File: src/drs_pkg.sv
`default_nettype none
// ----------------------------------------------------------------------------
// drs_pkg
// Shared constants, types and state codes of the decimal radix sorter.
// ----------------------------------------------------------------------------
package drs_pkg;

	localparam int CAPACITY    = 64;
	localparam int KEY_W       = 31;
	localparam int ADDR_W      = $clog2(CAPACITY);
	localparam int CNT_W       = $clog2(CAPACITY + 1);
	localparam int RADIX       = 10;
	localparam int DIG_W       = $clog2(RADIX);
	localparam int RECIP_W     = 32;
	localparam int RECIP_SHIFT = 35;
	localparam logic [RECIP_W-1:0] RECIP = 32'hCCCC_CCCD;

	typedef logic [KEY_W-1:0] key_t;

	typedef struct packed {
		key_t key;
		key_t quo;
	} sort_word_t;

	localparam int WORD_W = $bits(sort_word_t);

	typedef enum logic [3:0] {
		ST_LOAD,
		ST_CHECK,
		ST_HIST,
		ST_PREFIX,
		ST_SCAT,
		ST_NEXT,
		ST_OUT_RD,
		ST_OUT_LD,
		ST_OUT_WAIT
	} state_t;

endpackage
`default_nettype wire

File: src/drs_digit.sv
`default_nettype none
// ----------------------------------------------------------------------------
// drs_digit
// Splits a value into its quotient by ten and its lowest decimal digit.
// ----------------------------------------------------------------------------
module drs_digit (
	input  wire logic                        clk,
	input  wire drs_pkg::key_t               value,
	input  wire drs_pkg::key_t               tag,
	output drs_pkg::key_t                    quo_s1,
	output drs_pkg::key_t                    tag_s1,
	output logic [drs_pkg::DIG_W-1:0]        digit
);

	localparam int PROD_W = drs_pkg::KEY_W + drs_pkg::RECIP_W;

	logic [PROD_W-1:0] prod;
	drs_pkg::key_t     value_s1;
	drs_pkg::key_t     rem;

	assign prod = PROD_W'(value) * PROD_W'(drs_pkg::RECIP);

	always_ff @(posedge clk) begin
		quo_s1   <= drs_pkg::KEY_W'(prod >> drs_pkg::RECIP_SHIFT);
		value_s1 <= value;
		tag_s1   <= tag;
	end

	assign rem   = value_s1 - ((quo_s1 << 3) + (quo_s1 << 1));
	assign digit = rem[drs_pkg::DIG_W-1:0];

endmodule
`default_nettype wire

File: config.mk
export PLATFORM = sky130hd
export DESIGN_NAME = drs_digit
export DESIGN_NICKNAME = d
export VERILOG_FILES = /design/src/drs_pkg.sv /design/src/drs_digit.sv
export SDC_FILE = /design/constraint.sdc
export NUM_CORES = 1
export LEC_CHECK = 0
export BUFFER_PORTS_ARGS = -buffer_cell sky130_fd_sc_hd__buf_2
export CAP_MARGIN = 10
export CORE_MARGIN = 1.5
export CORE_UTILIZATION = 59
export CTS_CLUSTER_SIZE = 25
export DETAILED_ROUTE_END_ITERATION = 8
export PLACE_DENSITY_LB_ADDON = 0.05
export SLEW_MARGIN = 40
export SYNTH_ARGS = -nofsm -noshare
export SYNTH_HDL_FRONTEND = slang
export SYNTH_SLANG_ARGS = --single-unit
export TNS_END_PERCENT = 1
File: constraint.sdc
create_clock -name clk -period 16.2 [get_ports clk]
set_input_delay 1.62 -clock clk [delete_from_list [all_inputs] [get_ports clk]]
set_output_delay 1.62 -clock clk [all_outputs]
set_load 0.02 [all_outputs]
==> results of run 1 <==
## kinds of logic (layout without fill, tap and decap cells)
group                      count (synthesis)  count (layout)  synth area share [%]
AOI/OAI and AO/OA                        188             188                  9.25
xor gates and xnor gates                  49              49                  3.15
adders and majority gates                537             537                  62.1
buffers and inverters                    357             481                  9.99
DFF                                       63              63                  9.27
muxes                                      3               3                 0.221
other                                      1               3                0.0276
and+or+nand+nor                          159             159                  5.98
## metrics by stage
step | hold slack (ns) | cell area, um2 | utilization (%)
global route | 1.37 | 14800 | 65.5
floorplan | 1.65 | 13600 | -
CTS | 1.38 | 14800 | 65.5
global placement | 1.72 | 14500 | 64.1
detailed placement | 1.72 | 14500 | 64.1
finish | 1.39 | 14800 | 65.5
## routing by layer
layer | wire length, um | global-route usage (%) | vias to the layer above
met5 | 0 | 0 | -
met4 | 642 | 6.09 | 0
met2 | 15200 | 48.6 | 261
li1 | - | - | 4625
met1 | 15100 | 41.3 | 4712
met3 | 1540 | 3.87 | 45
## synthesized netlist by cell type, drive strengths merged, types with 6 or more instances
library cell,n
fa,231
nor2,28
xor2,21
o21ai,35
a21oi,65
a31oi,7
a21o,35
nand2,53
xnor2,28
dfxtp,63
nor3,18
clkbuf,13
nand3,9
nor2b,8
nand4,13
ha,306
and3,9
inv,339
o21bai,6
## layout make-up
| type | count | area, um2 |
|---|---|---|
| Sequential cell | 63 | 1260 |
| Timing Repair Buffer | 126 | 633 |
| Tap cell | 285 | 357 |
| Multi-Input combinational cell | 939 | 11000 |
| Fill cell | 1964 | 7820 |
| Clock buffer | 10 | 239 |
| Clock inverter | 6 | 67.6 |
| Inverter | 339 | 1270 |
## cells in the final DEF (no fill, tap or decap), types with 6 or more instances in the layout
| cell type | Yosys | final |
|---|---|---|
| nor2_1 | 26 | 26 |
| nand3_1 | 9 | 9 |
| inv_1 | 339 | 339 |
| fa_1 | 231 | 231 |
| xor2_1 | 21 | 21 |
| a31oi_1 | 7 | 7 |
| clkbuf_16 | 0 | 9 |
| nand4_1 | 11 | 11 |
| and3_1 | 8 | 8 |
| buf_2 | 1 | 125 |
| xnor2_1 | 28 | 28 |
| dfxtp_1 | 63 | 63 |
| nand2_1 | 52 | 52 |
| a21oi_1 | 62 | 62 |
| o21bai_1 | 6 | 6 |
| o21ai_0 | 27 | 27 |
| nor3_1 | 17 | 17 |
| ha_1 | 306 | 306 |
| nor2b_1 | 8 | 8 |
| a21o_1 | 35 | 35 |
| o21ai_1 | 7 | 7 |
## path summary, 6_finish.rpt
kind,startpoint,end
worst min-delay path,tag[17],tag_s1[17]
worst max-delay path,value[7],quo_s1[23]
## flip-flops by register name, summed over array words and instances, names as in the netlist
register  cells
tag_s1       31
quo_s1       28
value_s1      4
## critical path, cell delays in order
cell and delay (ns):
buf_2 0.14, ha_1 0.35, fa_1 0.47, ha_1 0.34
fa_1 0.73, inv_1 0.16, fa_1 0.50, inv_1 0.06
fa_1 0.52, fa_1 0.51, inv_1 0.06, fa_1 0.51
inv_1 0.05, ha_1 0.32, a21oi_1 0.23, nor2_1 0.08
nor4b_1 0.40, o211ai_1 0.17, a41oi_1 0.36, o221ai_2 0.22
a41oi_2 0.37, and4b_1 0.24, nor3_1 0.05
==> impl_metrics.tcl, run 1 <==
set metrics [dict create \
    synth_top_area_share_pct 34.0 \
    num-nets-final 2078 \
    area_growth_pct 8.94 \
    drv_cap 0 \
    hold_viol_final 0 \
    clk_pin_slew_ns 0.06 \
    coreArea_mm2 0.0226 \
    dp_hpwl_mm 29.5 \
    first_iter_violations 452 \
    synth_edf_count 0 \
    rsz0062_at_grt "false" \
    holdPathStages 1 \
    place_congestion 0.955 \
    numPortBuffers 125 \
    fmax_mhz 121 \
    htreeDepth 3 \
    end_kind "flip-flop" \
    grt-ovfl-total 0 \
    num_rows 55 \
    antenna_found_initial 0 \
    routedWlPerCell_um 18.3 \
    placedCellCount 1752 \
    ios 129 \
    drcViolationCount 0 \
    cp.arrival_ns 8.48 \
    cts_resized 0 \
    cts_root_buf "clkbuf_16" \
    pre_cts_ws_ns 7.62 \
    fin_crit_ns 8.26 \
    clockBufferDepth 2 \
    dr.pass1.iters 5 \
    grt_max_degree 13 \
    post_cts.repair.setup_buffers 0 \
    worstPathRequired_ns 16.41 \
    final_max_slew_viol_count 0 \
    synth_area_leaders "fa_1, ha_1, inv_1" \
    worstSetupStartpointType "input port" \
    synthesis.area_mm2 0.0136 \
    synth-seq-cells 63 \
    via_count 9643 \
    numCtsBuffers 9 \
    hold_buffers 0 \
    drt-total-wl_mm 32.4 \
    hold_path_class "input port to flip-flop" \
    clock-sinks 63 \
    status "complete, no violations" \
    setup_viol 0 \
    ant_nets 0 \
    die_w_um 155 \
    synth_top_area_cell "fa_1" \
    ys_warn_count 0 \
    worst_slew_pin_slew_ns 0.780 \
    grt_pass1_wl_mm 54.1 \
    dieArea_mm2 0.0240 \
    cts_tree "built" \
    die_h_um 155 \
    crit_fanout 5 \
    finalNonFillerCells 1768 \
    synth-seq-area-share_pct 9.27 \
    viasPerCell 5.45 \
    finalWorstSetupSlack_ns 7.94 \
    period_share_pct 51.0 \
    grt_pass1_vias 10500 \
    track_usage_pct 29.3 \
    netlist_instances 1357 \
    drive_above_1_share_pct 11.0 \
    synth.distinct_cells 69 \
    start_util_pct 60.1 \
    diodes 0 \
    synth-main-ff-cell "dfxtp_1" \
    path_class "input port to flip-flop" \
    setup-tns-final_ns 0 \
    syn_area_per_cell_um2 10.0 \
    synthArstFlopShare_pct 0 \
    max-slew-margin-rel_pct 48.0 \
]
Power of run 1 is left out: the tool's default activity adds up to more than one toggle a clock period on the data nets, which glitch-free logic cannot reach.
==> inputs of run 2 (changes only) <==
CORE_UTILIZATION = 57   (was 59)
clock period = 7.08 ns   (was 16.2 ns; I/O delays follow)
==> impl_metrics.tcl, run 2 (same netlist as run 1, synthesis figures left out) <==
set metrics [dict create \
    setup_viol 0 \
    fin_crit_ns 6.91 \
    track_usage_pct 31.0 \
    htreeDepth 3 \
    die_h_um 158 \
    hold_buffers 0 \
    ios 129 \
    diodes 0 \
    dp_hpwl_mm 32.3 \
    drcViolationCount 0 \
    drive_above_1_share_pct 22.4 \
    critPathBufInv 8 \
    drv_cap 0 \
    fmax_mhz 145 \
    place_congestion 0.963 \
    path_class "input port to flip-flop" \
    grt_pass1_wl_mm 57.2 \
    critical-path-max-stage-delay_ns 0.58 \
    final_common_cell "inv_1" \
    cp.arrival_ns 7.14 \
    most-common-layout-cells "inv_1, ha_1, fa_1, buf_4, buf_2" \
    worst_slew_pin_slew_ns 0.727 \
    viasPerCell 5.21 \
    crit_fanout 4 \
    drt-total-wl_mm 35.4 \
    cp_num_cells 26 \
    grt_pass1_vias 11000 \
    num-nets-final 2259 \
    via_count 10300 \
    worstPathRequired_ns 7.31 \
    period_share_pct 97.6 \
    top_regs "tag_s1: 31 flops, quo_s1: 28 flops, value_s1: 4 flops" \
    end_kind "flip-flop" \
    critical-path-top-delay-family "adder cells" \
    antenna_found_initial 0 \
    slowest_stage "fa_2" \
    fin_util_pct 69.9 \
    num_rows 56 \
    dr.pass1.iters 5 \
    hold_path_class "input port to flip-flop" \
    crit_end "quo_s1[23]" \
    cts_root_buf "clkbuf_16" \
    numCtsBuffers 9 \
    routedWlPerCell_um 17.9 \
    worstSetupStartpointType "input port" \
    numPortBuffers 125 \
    die_w_um 158 \
    crit_path_start "value[5]" \
    status "complete, no violations" \
    holdPathStages 1 \
    grt-ovfl-total 0 \
    ant_nets 0 \
    cts_tree "built" \
    final_max_slew_viol_count 0 \
    clock-sinks 63 \
    hold_viol_final 0 \
    dieArea_mm2 0.0248 \
    grt_max_degree 14 \
    largest_register_ffs 31 \
    top_register "tag_s1" \
    area_growth_pct 20.6 \
    coreArea_mm2 0.0235 \
    start_util_pct 58.0 \
    first_iter_violations 565 \
    rsz0062_at_grt "true" \
    clockBufferDepth 2 \
    clk_pin_slew_ns 0.06 \
    cpMostUsedCell "fa_1" \
    max-slew-margin-rel_pct 51.5 \
]
[run 2: worst min path at each step]
stage | startpoint | slack (ns) | end
2_1_floorplan | tag[0] | 0.74 | tag_s1[0]
3_3_place_gp | tag[20] | 0.81 | tag_s1[20]
3_5_place_dp | tag[10] | 0.81 | tag_s1[10]
4_1_cts | tag[2] | 0.45 | tag_s1[2]
5_1_grt | tag[30] | 0.45 | tag_s1[30]
6_report | tag[13] | 0.46 | tag_s1[13]
[run 2: through the flow]
stage	setup WS [ns]	std cells	hold slack, ns	instance area [um2]	setup TNS, ns
3_3_place_gp	-0.271	1965	0.810	15900	-2.17
4_1_cts	0.0363	1981	0.455	16200	0
5_1_grt	-0.0530	1983	0.454	16400	-0.144
3_5_place_dp	-0.302	1965	0.812	15900	-3.93
6_report	0.168	1983	0.465	16400	0
2_1_floorplan	0.324	1359	0.736	13600	0
[run 2: repair_timing]
action                     4_1_cts  5_1_grt
buffers inserted                 0        2
setup endpoints to repair        0       19
resized for setup                0       36
[run 2: layout make-up]
cell class / instances / area (um2)
multi-input combinational: 939 / 11200
fill: 1918 / 7060
timing repair buffer: 307 / 2000
inverter: 339 / 1270
sequential: 63 / 1260
tap: 319 / 399
clock buffer: 9 / 225
clock inverter: 7 / 80.1
[run 2: layer usage]
metal | part of all wire (%) | up-vias | GRT usage [%]
li1 | - | 4988 | -
met1 | 46 | 5009 | 43.4
met2 | 47 | 300 | 51.1
met3 | 5.1 | 42 | 4.43
met4 | 2.2 | 0 | 6.51
met5 | 0 | - | 0
Power of run 2 is left out for the same reason.
