<file path="config.mk">
export PLATFORM = sky130hd
export DESIGN_NAME = drs_ram
export DESIGN_NICKNAME = d
export VERILOG_FILES = /design/src/drs_ram.sv
export SDC_FILE = /design/constraint.sdc
export NUM_CORES = 1
export LEC_CHECK = 0
export ABC_AREA = 1
export ABC_CLOCK_PERIOD_IN_PS = 1650
export BUFFER_PORTS_ARGS = -buffer_cell sky130_fd_sc_hd__buf_2
export CAP_MARGIN = 15
export CORE_UTILIZATION = 61
export CTS_CLUSTER_SIZE = 40
export DETAILED_ROUTE_END_ITERATION = 10
export PLACE_DENSITY = 0.86
export SYNTH_ARGS = -nofsm -noshare
export SYNTH_HDL_FRONTEND = slang
export SYNTH_SLANG_ARGS = --single-unit
</file>
<file path="constraint.sdc">
create_clock -name clk -period 1.65 [get_ports clk]
set_clock_uncertainty 0.1 [all_clocks]
set_input_delay 0.165 -clock clk [delete_from_list [all_inputs] [get_ports clk]]
set_output_delay 0.165 -clock clk [all_outputs]
set_load 0.02 [all_outputs]
</file>
<file path="src/drs_ram.sv">
`default_nettype none
// ----------------------------------------------------------------------------
// drs_ram
// Simple dual-port synchronous RAM with a registered read port.
// ----------------------------------------------------------------------------
module drs_ram #(
	parameter int WIDTH = 8,
	parameter int DEPTH = 16
) (
	input  wire logic                     clk,
	input  wire logic                     we,
	input  wire logic [$clog2(DEPTH)-1:0] waddr,
	input  wire logic [WIDTH-1:0]         wdata,
	input  wire logic                     re,
	input  wire logic [$clog2(DEPTH)-1:0] raddr,
	output logic      [WIDTH-1:0]         rdata
);

	logic [WIDTH-1:0] mem [DEPTH];

	always_ff @(posedge clk) begin
		if (we) begin
			mem[waddr] <= wdata;
		end
	end

	always_ff @(posedge clk) begin
		if (re) begin
			rdata <= mem[raddr];
		end
	end

endmodule
`default_nettype wire

</file>
==> impl_metrics.ini, run 1 <==
[status]
outcome = completed

[floorplan]
dieArea_um2 = 9980
die_y_um = 99.9
boundaryPins = 27
start_util_pct = 63.0
die_width_um = 99.9
core_area_um2 = 9280
fp-row-count = 35

[grt]
grt_pass1_vias = 3923
grt_antenna_before_repair = 0
overflow = 0
grt_max_degree = 65
track_usage_pct = 29.0
grt_pass1_wl_um = 20500

[cells_and_area]
diodes = 0
stdcell_area_um2 = 6920
syn2layout_area_growth_pct = 18.4
drive_gt1_share_pct = 12.8
nNetsFinal = 623
multi_input_area_um2 = 1210
seqCellArea_um2 = 4080
fillCellCount = 596

[setup_path]
critPathBufInv = 1
r2r_cells = 6
timing.rr.start = mem[0][3]
end_kind = primary output
crit_family = flip-flops
cp-start-kind = register
cp_max_fo = 1
crit_arrival_ns = 1.12
path_class = reg2out
crit_required_ns = 1.38
worstReg2RegEnd = rdata[3]
worstPathCellList = buf_2
cp_slowest_stage_delay_ns = 0.41
reg2reg_slack_ns = 0.36
critPathSlowestCell = edfxtp_1

[timing]
rsz0062_at_grt = no
slew_headroom_pct = 58.3
post-route-min-period_ns = 1.38
fin_tns_setup_ns = 0
worstMarginPinSlew_ns = 0.624
layout_setup_ws_ns = 0.266
post-route-period-util_pct = 83.9
fmax_ghz = 0.722
hold_viol = 0
finalSetupViolations = 0
drv_slew = 0

[hold_path]
hold_depth = 4
min_to = mem[2][1]
hp-class = in2reg
hold_start = we

[synthesis]
syn-cell-area_um2 = 5850
synth_seq_area_share_pct = 69.8
syn_avg_cell_area_um2 = 10.6
synth-seq-cells = 136
synthTopCellsByArea = edfxtp_1 (70%), nand2_1 (11%), nand3_1 (8.3%), inv_1 (6.4%), buf_6 (1.2%)
synth.most_common_cell = nand2_1
synth_fp_nets = 570
synth.top_cell.area_share_pct = 69.8
synth_edf_count = 136
synth_top_cell_by_area = edfxtp_1
synth_cells = 551
synth_common_cells = nand2_1 (173), edfxtp_1 (136), inv_1 (100), nand3_1 (97), nor2_1 (17)
synth_cell_types = 11
yosys_warnings = 0
synth_async_sr_flop_share_pct = 0
yosys_most_used_dff = edfxtp_1

[clocking]
cts-root-buf = clkbuf_8
cts_tree = built
cts_resized = 0
max-clock-path-buffers = 2
clk_latency_ns = 0.53
clk_pin_slew_ns = 0.06
htreeDepth = 4
clkSinkCount = 136
cts_made_buffers = 17

[place]
routabilityCongestion = 0.864
port_buffers = 26
pre_cts_ws_ns = 0.0742
place_area_um2 = 6170
hpwl_um = 7430

[route]
wire_per_inst_um = 17.7
ant_nets = 0
wl_um = 13200
dr.pass1.iters = 5
drt_iter0_markers = 469
via_count = 4040
vias_per_cell = 5.42
remaining_drc_errors = 0

[power]
irDropWorstVdd_mv = 0.796
p_leak_nw = 3.01
power_density_nw_per_um2 = 1240

[run]
max_cap_violations = 0
flip-flops by register name, summed over array words and instances (netlist names):
| signal | cells |
|---|---|
| mem | 128 |
| rdata | 8 |
how the worst max path moves through the flow:
| stage | startpoint | to | slack (ns) | cells past startpoint |
|---|---|---|---|---|
| after floorplan | waddr[2] | mem[10][0] | 0.43 | 2 |
| after global placement | raddr[0] | rdata[7] | 0.12 | 8 |
| after detailed placement | raddr[1] | rdata[3] | 0.07 | 6 |
| after CTS | rdata[5] | rdata[5] | 0.26 | 1 |
| after global routing | rdata[5] | rdata[5] | 0.23 | 1 |
| final | rdata[1] | rdata[1] | 0.27 | 1 |
layout make-up:
| type | instances | area share (%) |
|---|---|---|
| flip-flops and latches | 136 | 59.0 |
| repair buffers | 58 | 6.25 |
| multi-input cells | 289 | 17.5 |
| clock buffers | 19 | 6.09 |
| well taps | 129 | 2.33 |
| inverters | 102 | 5.53 |
| clock inverters | 13 | 3.27 |
cells in the final DEF (no fill, tap or decap), types with 3 or more instances in the layout:
| cell type | n |
|---|---|
| buf_12 | 3 |
| buf_2 | 26 |
| buf_4 | 19 |
| bufinv_16 | 6 |
| clkbuf_16 | 16 |
| dlygate4sd3_1 | 10 |
| edfxtp_1 | 136 |
| inv_1 | 100 |
| nand2_1 | 173 |
| nand3_1 | 97 |
| nor2_1 | 17 |
per-layer routing:
layer | vias up | track usage (%) | routed length, um
li1 | 1886 | - | -
met1 | 1865 | 38.5 | 4970
met2 | 256 | 46.6 | 6520
met3 | 33 | 5.57 | 1340
met4 | 0 | 14.1 | 348
met5 | - | 0 | 0
what timing repair did:
item                                   4_1_cts  5_1_grt
hold buffers                                10        0
setup endpoints to repair                    0        0
endpoints found under the hold margin      139        0
buffers inserted                             0        0
per-stage QoR:
step	hold slack, ns	utilization, %	power, mW	std cells
6_report	0.163	74.6	8.58	746
5_1_grt	0.204	74.6	8.79	746
4_1_cts	0.159	74.6	8.58	746
2_1_floorplan	0.164	-	4.28	551
3_5_place_dp	0.428	66.5	4.47	704
3_3_place_gp	0.428	66.5	4.45	704
cells by family (layout without fill, tap and decap cells):
group                  after synthesis  count (layout)  share of synthesized area (%)
buffers and inverters              126             192                           9.39
DFF                                136             136                           69.8
and+or+nand+nor                    289             289                           20.8
report_power, final:
| group | leakage [nW] | total, mW | switching [mW] | internal (mW) |
|---|---|---|---|---|
| registers | 1.24 | 3.91 | 0.0209 | 3.89 |
| logic | 1.47 | 0.517 | 0.359 | 0.158 |
| clock network | 0.309 | 4.15 | 1.40 | 2.75 |
(Power assumes the default switching activity.)
==> run 2: changes to the inputs <==
==> config.mk (replaced) <==
export PLATFORM = sky130hd
export DESIGN_NAME = drs_ram
export DESIGN_NICKNAME = d
export VERILOG_FILES = /design/src/drs_ram.sv
export SDC_FILE = /design/constraint.sdc
export NUM_CORES = 1
export LEC_CHECK = 0
export ABC_AREA = 0
export ABC_CLOCK_PERIOD_IN_PS = 1320
export BUFFER_PORTS_ARGS = -buffer_cell sky130_fd_sc_hd__buf_2
export CAP_MARGIN = 15
export CORE_UTILIZATION = 60
export CTS_CLUSTER_SIZE = 40
export DETAILED_ROUTE_END_ITERATION = 10
export PLACE_DENSITY = 0.85
export SYNTH_ARGS = -nofsm -noshare
export SYNTH_HDL_FRONTEND = slang
export SYNTH_SLANG_ARGS = --single-unit
==> constraint.sdc (replaced) <==
create_clock -name clk -period 1.32 [get_ports clk]
set_clock_uncertainty 0.1 [all_clocks]
set_input_delay 0.132 -clock clk [delete_from_list [all_inputs] [get_ports clk]]
set_output_delay 0.132 -clock clk [all_outputs]
set_load 0.02 [all_outputs]
==> run 2 against run 1 <==
The flow now finishes with violations (setup timing). Final cell count fell by 43%. Non-clock buffer count grew 9. Flip-flop and latch count stayed put. Sequential power grew 26%. Synthesized area fell by 11%. Worst hold slack got worse by 0.054 ns. Largest cell class unchanged. Sequential share of layout area increased by 4.3 points. Critical endpoint is now rdata[3]. Count of clock-buffer cells in the layout shrank 1.
==> impl_metrics.ini, run 2 <==
[timing]
hold_viol = 0
slew_headroom_pct = 40.2
drv_slew = 0
post-route-min-period_ns = 1.55
layout_setup_ws_ns = -0.228
rsz0062_at_grt = yes
worstMarginPinSlew_ns = 0.894
post-route-period-util_pct = 117
fin_tns_setup_ns = -1.58
fmax_ghz = 0.646
finalSetupViolations = 9

[cells_and_area]
fin_util_pct = 77.3
layout_common_cells = edfxtp_1 (136), mux4_2 (32), buf_4 (28)
largest_register = mem
drive_gt1_share_pct = 42.1
largest_registers = mem: 128 flops, rdata: 8 flops
final_cells = 423
final_common_cell = edfxtp_1
syn2layout_area_growth_pct = 23.4
largest_reg_flops = 128
nNetsFinal = 324
diodes = 0

[clocking]
cts_setup_buffers = 0
cts_tree = built
htreeDepth = 4
clkSinkCount = 136
cts_made_buffers = 17
clk_pin_slew_ns = 0.06
max-clock-path-buffers = 2
cts-root-buf = clkbuf_8
clk_latency_ns = 0.52

[grt]
track_usage_pct = 27.6
grt_antenna_before_repair = 0
grt_pass1_vias = 2773
grt_pass1_wl_um = 16400
grt_max_degree = 21
overflow = 0

[setup_path]
crit_start = mem[2][3]
crit_arrival_ns = 1.72
cp-endpoint = rdata[3]
crit_required_ns = 1.50
worstReg2RegEnd = rdata[3]
timing.rr.start = mem[2][3]
r2r_cells = 3
path_class = reg2reg
cp_max_fo = 1
reg2reg_slack_ns = -0.23
cp-start-kind = register
end_kind = register

[run]
max_cap_violations = 0

[route]
vias_per_cell = 6.35
wl_um = 11000
remaining_drc_errors = 0
ant_nets = 0
wire_per_inst_um = 26.1
via_count = 2685
dr.pass1.iters = 5
drt_iter0_markers = 295

[synthesis]
synth_edf_count = 136
synth_cells = 229
synth-seq-cells = 136
synth_async_sr_flop_share_pct = 0
synth_common_cells = edfxtp_1 (136), mux4_2 (18), a22oi_1 (16), mux4_1 (14), nor2_1 (13)
yosys_most_used_dff = edfxtp_1
syn-cell-area_um2 = 5230
synth_seq_area_share_pct = 78.1
synth.most_common_cell = edfxtp_1
syn_avg_cell_area_um2 = 22.8
synthTopCellsByArea = edfxtp_1 (78%), mux4_2 (7.8%), mux4_1 (7.0%), a22oi_1 (2.3%), nor2_1 (0.93%)
synth_fp_nets = 248
yosys_warnings = 0
synth.top_cell.area_share_pct = 78.1
synth_cell_types = 18
synth_top_cell_by_area = edfxtp_1

[power]
irDropWorstVdd_mv = 1.04
power_density_nw_per_um2 = 1580
total_power_mw = 10.2
p_leak_nw = 2.19

[status]
violations = setup timing
outcome = complete, but fails checks

[place]
dp_cells = 382
port_buffers = 26
hpwl_um = 6610
routabilityCongestion = 0.791
pre_cts_ws_ns = -0.454

[floorplan]
die_y_um = 95.3
dieArea_um2 = 9090
core_area_um2 = 8340
boundaryPins = 27
start_util_pct = 62.7
fp-row-count = 33
die_width_um = 95.3

[hold_path]
hp-class = in2reg
run 2: cell types whose count changed after synthesis, sizes merged, moves of 16 or more:
cell	previous run	this run
mux4	0	32
inv	102	0
nand3	97	1
buf	24	7
a22oi	0	16
nand2	173	9
run 2: report_power, final:
part | internal, mW | leakage (nW) | switching [mW] | total [mW]
Clock | 3.04 | 0.290 | 1.68 | 4.72
Combinational | 0.267 | 0.666 | 0.311 | 0.578
Sequential | 4.87 | 1.24 | 0.0381 | 4.91
Total | 8.18 | 2.19 | 2.03 | 10.2
run 2: cell families (layout without fill, tap and decap cells):
logic type	count (synthesis)	count (layout)	share of synthesized area [%]
AO/OA/AOI/OAI	16	16	2.30
buffers and inverters	10	99	1.65
flip-flops	136	136	78.1
multiplexers	32	32	14.8
AND/OR/NAND/NOR	35	35	3.14
run 2: how the worst min path moves through the flow:
| stage | startpoint | end | slack [ns] | depth (start not counted) |
|---|---|---|---|---|
| 6_report | waddr[1] | mem[0][4] | 0.11 | 3 |
| 5_1_grt | waddr[1] | mem[0][4] | 0.11 | 3 |
| 4_1_cts | waddr[1] | mem[0][4] | 0.09 | 3 |
| 3_5_place_dp | re | rdata[3] | 0.42 | 1 |
| 3_3_place_gp | wdata[6] | mem[6][6] | 0.42 | 1 |
| 2_1_floorplan | wdata[0] | mem[0][0] | 0.13 | 0 |
run 2: layout make-up:
| cell class | instances | area, um2 |
|---|---|---|
| fillers | 438 | 1890 |
| multi-input cells | 83 | 1080 |
| flip-flops and latches | 136 | 4080 |
| repair buffers | 67 | 561 |
| clock inverters | 14 | 180 |
| well taps | 105 | 131 |
| clock buffers | 18 | 418 |
run 2: worst max-delay path, stage by stage (launching register included):
cell and delay [ns]:
edfxtp_1 0.41, mux4_2 0.50, a22oi_2 0.21, nand2_1 0.08
run 2: what timing repair did:
| action | CTS | global route |
|---|---|---|
| resized for setup | 14 | 10 |
| hold buffers | 9 | 0 |
| setup endpoints to repair | 13 | 16 |
| pin swaps | 4 | 0 |
| hold endpoints to repair | 136 | 0 |
run 2: routing by layer:
| metal | wire length (um) | vias up | track usage, % |
|---|---|---|---|
| met4 | 261 | 0 | 12.5 |
| li1 | - | 1120 | - |
| met3 | 903 | 27 | 8.61 |
| met2 | 5740 | 178 | 43.6 |
| met1 | 4140 | 1360 | 35.4 |
| met5 | 0 | - | 0 |
run 2: through the flow:
stage / cell area, um2 / hold WS (ns)
after floorplan: 5250 / 0.131
after global placement: 5680 / 0.415
after detailed placement: 5680 / 0.420
after CTS: 6420 / 0.0892
after global routing: 6450 / 0.113
final: 6450 / 0.109
==> run 3: changes to the inputs <==
--- a/config.mk
+++ b/config.mk
@@ -12,7 +12,7 @@
 export CORE_UTILIZATION = 60
 export CTS_CLUSTER_SIZE = 40
 export DETAILED_ROUTE_END_ITERATION = 10
-export PLACE_DENSITY = 0.85
+export PLACE_DENSITY = 0.78
 export SYNTH_ARGS = -nofsm -noshare
 export SYNTH_HDL_FRONTEND = slang
 export SYNTH_SLANG_ARGS = --single-unit
==> run 3 against run 2 <==
The run still ends with setup timing left. Die area stayed put. Sequential power hardly changed. Via count is 2.9% lower. Setup slack better by 0.024 ns. Largest cell class unchanged.
==> impl_metrics.ini, run 3 (synthesis gave the netlist of run 2 again) <==
[status]
outcome = complete, but fails checks
violations = setup timing

[clocking]
clkSinkCount = 136
cts_setup_buffers = 0
clk_latency_ns = 0.51
cts-root-buf = clkbuf_8
htreeDepth = 4
max-clock-path-buffers = 2
cts_made_buffers = 17
cts_tree = built
clk_pin_slew_ns = 0.06

[power]
p_leak_nw = 2.16
power_density_nw_per_um2 = 1560
irDropWorstVdd_mv = 1.28
total_power_mw = 10.0

[cells_and_area]
fin_util_pct = 77.2
final_common_cell = edfxtp_1
drive_gt1_share_pct = 42.6
syn2layout_area_growth_pct = 23.2
diodes = 0
nNetsFinal = 319
stdcell_area_um2 = 6440
largest_register = mem
final_cells = 417
largest_reg_flops = 128
largest_registers = mem: 128 flops, rdata: 8 flops
layout_common_cells = edfxtp_1 (136), mux4_2 (32), buf_2 (21)

[timing]
fin_tns_setup_ns = -1.44
slew_headroom_pct = 37.0
post-route-period-util_pct = 115
hold_viol = 0
layout_setup_ws_ns = -0.204
drv_slew = 0
finalHoldWorstSlack_ns = 0.0683
fmax_ghz = 0.656
finalSetupViolations = 10
worstMarginPinSlew_ns = 0.943
rsz0062_at_grt = yes
post-route-min-period_ns = 1.52

[setup_path]
crit_required_ns = 1.48
end_kind = register
worstPathCellList = mux4_2 -> a22oi_2 -> nand2_1
crit_arrival_ns = 1.68
crit_family = multiplexers
cp-start-kind = register
critPathBufInv = 0
cp_max_fo = 1
reg2reg_slack_ns = -0.20
path_class = reg2reg
critPathSlowestCell = mux4_2
cp_slowest_stage_delay_ns = 0.54

[floorplan]
boundaryPins = 27
core_area_um2 = 8340
start_util_pct = 62.7
dieArea_um2 = 9090
die_y_um = 95.3
die_width_um = 95.3
fp-row-count = 33

[place]
hpwl_um = 6350
dp_cells = 377
place_area_um2 = 5690
port_buffers = 26
routabilityCongestion = 0.763
pre_cts_ws_ns = -0.467

[route]
drt_iter0_markers = 265
via_count = 2606
wl_um = 10700
vias_per_cell = 6.25
dr.pass1.iters = 4
wire_per_inst_um = 25.6
remaining_drc_errors = 0
ant_nets = 0

[grt]
overflow = 0
track_usage_pct = 26.8
grt_max_degree = 20
grt_pass1_vias = 2733
grt_pass1_wl_um = 16000
grt_antenna_before_repair = 0

[run]
max_cap_violations = 0

[hold_path]
hp-class = in2reg
==> run 3: path summary, 6_finish.rpt <==
path	from	endpoint	depth (start not counted)
worst max-delay path	mem[14][2]	rdata[2]	3
worst min-delay path	waddr[1]	mem[0][0]	3
worst max register to register	mem[14][2]	rdata[2]	3
worst min register to register	mem[4][6]	rdata[6]	3
==> run 3: area by class of cell <==
cell class | count | area [um2]
multi-input cells | 83 | 1100
clock inverters | 14 | 159
well taps | 105 | 131
fillers | 429 | 1900
clock buffers | 17 | 414
repair buffers | 62 | 554
flip-flops and latches | 136 | 4080
==> run 3: tightest hold or removal path, delay by kind of cell <==
kind          cells  cell delay, ns
buf+inv           2            0.31
simple gates      1            0.06
==> run 3: routing by layer <==
metal,up-vias,global-route usage [%],routed length [um]
met2,153,42.1,5300
met1,1329,36.0,4160
met4,0,11.7,190
li1,1107,-,-
met3,17,6.94,1000
met5,-,0,0
==> run 3: what timing repair did <==
action                                 4_1_cts  5_1_grt
pin swaps                                    2        4
hold buffers                                 9        0
endpoints found under the hold margin      136        0
gates resized for setup                     15        7
setup endpoints to repair                   12       13
==> run 3: power by group <==
part           leakage [nW]  switching, mW  internal [mW]
logic                 0.644          0.310          0.268
clock network         0.278           1.71           2.84
registers              1.24         0.0352           4.87
total                  2.16           2.06           7.98
